$ cat config.mk
export PLATFORM = sky130hd
export DESIGN_NAME = rpm_front
export DESIGN_NICKNAME = d
export VERILOG_FILES = /design/src/resolution_peak_merger_top_macros.svh /design/src/rpm_pkg.sv /design/src/rpm_front.sv
export SDC_FILE = /design/constraint.sdc
export NUM_CORES = 1
export LEC_CHECK = 0
export ABC_CLOCK_PERIOD_IN_PS = 11600
export BUFFER_PORTS_ARGS = -buffer_cell sky130_fd_sc_hd__clkbuf_2
export CORE_MARGIN = 4
export CORE_UTILIZATION = 56
export CTS_CLUSTER_DIAMETER = 60
export CTS_CLUSTER_SIZE = 40
export DETAILED_ROUTE_END_ITERATION = 7
export GPL_TIMING_DRIVEN = 0
export PLACE_DENSITY_LB_ADDON = 0.08
export SLEW_MARGIN = 30
export SYNTH_ARGS = -nofsm -noshare
export SYNTH_HDL_FRONTEND = slang
export SYNTH_SLANG_ARGS = --single-unit
$ cat constraint.sdc
create_clock -name i_clk -period 11.6 [get_ports i_clk]
set_input_delay 0.58 -clock i_clk [delete_from_list [all_inputs] [get_ports i_clk]]
set_output_delay 0.58 -clock i_clk [all_outputs]
set_load 0.1 [all_outputs]
$ cat src/resolution_peak_merger_top_macros.svh
// Assertion macros for the peak merger.
`ifndef RESOLUTION_PEAK_MERGER_TOP_MACROS_SVH
`define RESOLUTION_PEAK_MERGER_TOP_MACROS_SVH
`ifndef SYNTHESIS
`define RPM_ASSERT_IMP(label, clk, rst_n, a, c) \
    label: assert property (@(posedge clk) disable iff (!rst_n) (a) |-> (c)) \
        else $error("rpm check failed");
`define RPM_ASSERT_NXT(label, clk, rst_n, a, c) \
    label: assert property (@(posedge clk) disable iff (!rst_n) (a) |=> (c)) \
        else $error("rpm check failed");
`else
`define RPM_ASSERT_IMP(label, clk, rst_n, a, c)
`define RPM_ASSERT_NXT(label, clk, rst_n, a, c)
`endif
`endif

$ cat src/rpm_pkg.sv
`timescale 1ns / 1ps
package rpm_pkg;
    localparam int MzW = 32;
    localparam int IntW = 32;
    localparam int RpW = 20;
    localparam int ModeW = 2;
    localparam logic [RpW-1:0] RpReset = 20'd60000;
    localparam logic [ModeW-1:0] ModeReset = 2'd2;
    localparam logic [31:0] IntSatMax = 32'h7FFF_FFFF;
    localparam logic [23:0] Mode1Scale = 24'd13107200;
    localparam int QDepth = 2;

    typedef enum logic [1:0] {
        MODE_NONE  = 2'd0,
        MODE_SQRT  = 2'd1,
        MODE_CONST = 2'd2,
        MODE_INV   = 2'd3
    } t_mode;

    typedef enum logic [0:0] {
        REG_RP   = 1'b0,
        REG_MODE = 1'b1
    } t_reg;

    // item handed from front to back
    typedef struct packed {
        logic [MzW-1:0]  mz;
        logic [IntW-1:0] inten;
        logic            last;
        logic            elig;  // sign checks of new item passed
    } t_item;

    typedef enum logic [3:0] {
        ST_IDLE, ST_GAP, ST_G2, ST_M2, ST_CMP1, ST_CMPW, ST_CMP3, ST_NUM,
        ST_DIV, ST_EMIT, ST_FLUSH
    } t_state;
endpackage

$ cat src/rpm_front.sv
`timescale 1ns / 1ps
module rpm_front #(
    parameter int Depth = rpm_pkg::QDepth
) (
    input  logic                          i_clk,
    input  logic                          i_rst_n,
    input  logic                          i_valid,
    output logic                          o_ready,
    input  logic [rpm_pkg::MzW-1:0]       i_mz,
    input  logic [rpm_pkg::IntW-1:0]      i_inten,
    input  logic                          i_last,
    output logic                          o_valid,
    input  logic                          i_ready,
    output rpm_pkg::t_item                o_item
);
    import rpm_pkg::*;
    localparam int AW = (Depth > 1) ? $clog2(Depth) : 1;

    t_item r_q [Depth];
    logic [AW-1:0] r_wp, r_rp, n_wp, n_rp;
    logic [AW:0] r_cnt, n_cnt;
    logic push, pop;
    t_item w_item;

    assign o_ready = (r_cnt != (AW+1)'(Depth));
    assign o_valid = (r_cnt != '0);
    assign push = i_valid && o_ready;
    assign pop = o_valid && i_ready;
    assign o_item = r_q[r_rp];

    always_comb begin
        w_item.mz = i_mz;
        w_item.inten = i_inten;
        w_item.last = i_last;
        w_item.elig = !i_mz[MzW-1] && (i_mz != '0) && !i_inten[IntW-1] && (i_inten != '0);
        n_wp = r_wp;
        n_rp = r_rp;
        if (push) n_wp = (r_wp == AW'(Depth-1)) ? '0 : r_wp + 1'b1;
        if (pop) n_rp = (r_rp == AW'(Depth-1)) ? '0 : r_rp + 1'b1;
        n_cnt = r_cnt + (AW+1)'(push) - (AW+1)'(pop);
    end

    always_ff @(posedge i_clk) begin
        if (!i_rst_n) begin
            r_wp <= '0;
            r_rp <= '0;
            r_cnt <= '0;
        end else begin
            r_wp <= n_wp;
            r_rp <= n_rp;
            r_cnt <= n_cnt;
        end
        if (push) r_q[r_wp] <= w_item;
    end
endmodule

# Word level (Yosys, flattened, before mapping)
# Memories as Yosys holds them, arrays and structs flattened. A register that Yosys moved wholly into a read port is not among the register bits.
# Index checks and enable logic that the tools add are counted.
[word_totals]
register_bits = 4
latchBits = 0
mem_bits_rw = 132
romBits = 0
in_bits = 69
output_inout_bits = 68
mem_count = 1
[classes]
add_sub_neg = 4
n_mul = 0
div = 0
order_cmp = 0
n_eq_ne = 1
n_shift = 0
muxes = 6
bitwise = 0
n_reduce_logical = 10
[mem_list]
columns = ["name", "words", "width", "rd", "rd_ports_with_merged_regs", "wr", "line", "rtl"]
rows = [
  ["r_q", 2, 66, 1, 1, 1, "rpm_front.sv:19", "t_item r_q [Depth];"],
]
[ops]
columns = ["cell", "count"]
rows = [
  ["$reduce_bool A32 Y1", 2],
  ["$mux W1", 6],
  ["$logic_and A1 B1 Y1", 5],
  ["$add A1 B1 Y1 const B", 2],
  ["$add A2 B1 Y2", 1],
  ["$logic_not A1 Y1", 2],
  ["$ne A2 B2 Y1 const B", 1],
  ["$reduce_bool A2 Y1", 1],
  ["$sub A2 B1 Y2", 1],
]

# Depth between registers and ports, before layout
[depth]
word_depth = 4
depth_mapped = 8
mapped_depth_nobuf = 8

# Worst setup path after synthesis
# No wires, ideal clock.
[synth_timing]
path_type = "reg-to-reg"
from = "register r_cnt[0]"
to = "memory r_q[0][0] (netlist bit), enable pin"
arrival_time_ns = 4.183
path_slack_ns = 6.926
path_stages_with_launch = 4
path_buffers = 0
cell_sequence = "dfxtp_1 > nand2b_1 > nand2_1 > nor2_1"
[synth_via]
elab_chain_cells = 4
[synth_lines]
columns = ["element", "line", "rtl"]
rows = [
  ["start: declaration", "rpm_front.sv:21", "logic [AW:0] r_cnt, n_cnt;"],
  ["start signal: assignment", "rpm_front.sv:51", "r_cnt <= n_cnt;"],
  ["$ne A2 B2 Y1", "rpm_front.sv:25", "assign o_ready = (r_cnt != (AW+1)'(Depth));"],
  ["named net o_ready", "rpm_front.sv:8", "output logic o_ready,"],
  ["$logic_and A1 B1 Y1", "rpm_front.sv:27", "assign push = i_valid && o_ready;"],
  ["$mux W1", "rpm_front.sv:53", "if (push) r_q[r_wp] <= w_item;"],
  ["$mux W1 (not written as such)", "rpm_front.sv:53", ""],
  ["end: declaration", "rpm_front.sv:19", ""],
]
# The timed path passes the listed nets, and every way through them passes these cells.

==> reports/metrics.yaml <==
clock_network:
  clock_latency_ns: 0.51
  post_cts_buffers: 0
  cts-hold-fix-buffers: 0
  clkSinkCount: 137
  cts-root-buf: "clkbuf_8"
  cts_buffer_depth: 2
  ctsHtreeMaxLevel: 4
  cts_buffers: 17
  cts.repair.resized: 0
  cts_tree: "done"
  path_clk_slew_ns: 0.06
synthesis:
  synth.yosys.seq_area_share_pct: 76.7
  avgSynthCellArea_um2: 21.1
  synthTopCellsByCount: "132 x edfxtp_1, 40 x mux2_4, 26 x mux2_2"
  synth_ff_type: "edfxtp_1"
  post-synth-top-count-cell: "edfxtp_1"
  synthDominantCellAreaShare_pct: 74.8
  synth_edf_count: 132
  syn_inst: 251
  synthArstFlopShare_pct: 0
  netlist_area_mm2: 0.00530
  synth.net_count: 322
  synth.distinct_cells: 21
  ys_seq_elements: 137
  yosys_warnings: 0
  synth_area_leader_cell: "edfxtp_1"
  synth_area_leaders: "edfxtp_1 75%, mux2_4 11%, mux2_2 5.5%"
worst_hold_path:
  hold_path_end: "r_q[1][1]$_DFFE_PP_"
  hp-class: "input port to flop"
  hold_depth: 1
  min-delay-start: "i_last"
placed_design:
  place_area_mm2: 0.00625
  port-buffer-count: 136
  gp_congestion: 0.758
  place_ws_ns: 9.49
  dp_hpwl_um: 6730
timing:
  hold_violations: 0
  fin_skew_ns: 0.00867
  max_freq_ghz: 0.390
  final.min_clock_period_ns: 2.57
  grt_setup_unrepaired: "false"
  fin_crit_sh_pct: 22.1
  maxSlewViolCount: 0
  finalSetupTns_ns: 0
  maxSlewHeadroom_pct: 53.9
  tightest_slew_ns: 0.689
  fin_ws_ns: 9.03
  setup_viol: 0
critical_path:
  rrSetupSlack_ns: 9.68
  timing.critical_path.arrival_ns: 1.99
  reg2regPathDepth: 5
  startpoint_type: "flop"
  critPathKind: "flop to primary output"
  cpMaxStageDelayCell: "clkbuf_2"
  rr_startpoint: "r_cnt[0]$_SDFF_PN0_"
  critical_path.max_stage_delay_ns: 0.37
  r2r-end: "r_q[0][54]$_DFFE_PP_"
  path_max_fanout: 10
  cp.required_ns: 11.02
  crit_chain: "buf_4, buf_6, mux2_4, clkbuf_2"
  crit_path_end_kind: "primary output"
global_routing:
  gr-total-overflow: 0
  antenna_found_initial: 0
  grt_first_pass_wirelength_um: 15500
  grt_pass1_vias: 3026
  track_usage_pct: 18.5
  grt_max_degree: 35
detailed_routing:
  first_pass_iters: 4
  finalWirelength_um: 9740
  drtAntennaViolNets: 0
  drc: 0
  vias_per_cell: 5.19
  routedWlPerCell_um: 17.7
  num_vias: 2860
  first_iter_violations: 101
floorplanning:
  fp.dieW_um: 105
  die_y_um: 105
  start_util_pct: 57.3
  rows: 35
  core-area_mm2: 0.00924
  dieArea_mm2: 0.0111
  ios: 137
final_layout:
  areaGrowthSynthToFinish_pct: 30.2
  nets: 481
  design_area_mm2: 0.00690
  diodes: 0
  drive_gt1_share_pct: 58.1
  nFillCells: 576
status:
  status: "completed"
run:
  cap_violations: 0
==> final cells by class <==
type | instances | area, um^2 | share of cell area [%]
multi-input combinational | 106 | 1180 | 17.1
timing repair buffer | 140 | 783 | 11.4
inverter | 1 | 3.75 | 0.0544
buffer | 7 | 62.6 | 0.907
clock inverter | 13 | 225 | 3.27
clock buffer | 18 | 418 | 6.06
tap | 129 | 161 | 2.34
sequential | 137 | 4060 | 58.9
==> routing by layer <==
layer / vias to the layer above / part of all wire (%) / track usage [%]
met5: - / 0 / 0
met4: 0 / 1.6 / 7.22
met3: 12 / 6.6 / 6.18
met2: 98 / 51 / 29.9
met1: 1413 / 41 / 23.0
li1: 1337 / - / -
==> how the worst max path moves through the flow <==
stage,from,endpoint,slack (ns),cells after the start
2_1_floorplan,r_cnt[0]$_SDFF_PN0_,r_q[0][0]$_DFFE_PP_,6.93,3
3_3_place_gp,i_valid,r_q[0][35]$_DFFE_PP_,5.99,3
3_5_place_dp,i_valid,r_q[0][45]$_DFFE_PP_,9.49,5
4_1_cts,flop,o_item[51],9.00,4
5_1_grt,flop,o_item[51],8.96,4
6_report,flop,o_item[51],9.03,4
==> cell usage in the layout, fill, tap and decap left out, drive strengths merged <==
cell type and count:
clkbuf 154, edfxtp 132, mux2 66, nor4 17, buf 11, bufinv 6, dfxtp 5, nand4 4
and2 4, xnor2 4, clkinv 4, nor2 3, nor2b 2, ha 2, clkinvlp 2, inv 2
or2 1, nand2b 1, nand2 1, and3 1
==> flip-flops by register name (all words and copies together), names as in the netlist, named ones only <==
register	flops
r_cnt	2
r_q	132
r_rp	1
r_wp	1
==> kinds of logic (layout without fill, tap and decap cells) <==
logic type	Yosys count	in the layout	synth area share (%)
flops	137	137	76.7
mux	66	66	16.9
simple gates	34	34	3.87
buf+inv	8	179	1.25
xor+xnor	4	4	0.803
fa+ha+maj	2	2	0.472
==> critical path: cells and delay by family, from the launching register on <==
kind,cells,cell delay [ns]
buf+inv,3,0.81
mux,1,0.32
flops,1,0.35
==> metrics by stage <==
step / util, % / hold WS [ns] / std cells
4_1_cts: 74.6 / 0.249 / 551
3_3_place_gp: 66.4 / 0.545 / 516
5_1_grt: 74.6 / 0.265 / 551
3_5_place_dp: 67.7 / 0.557 / 520
2_1_floorplan: - / 0.527 / 251
6_report: 74.6 / 0.275 / 551
Power is left out: the tool's default activity adds up to more than one toggle a clock period on the data nets, which glitch-free logic cannot reach.
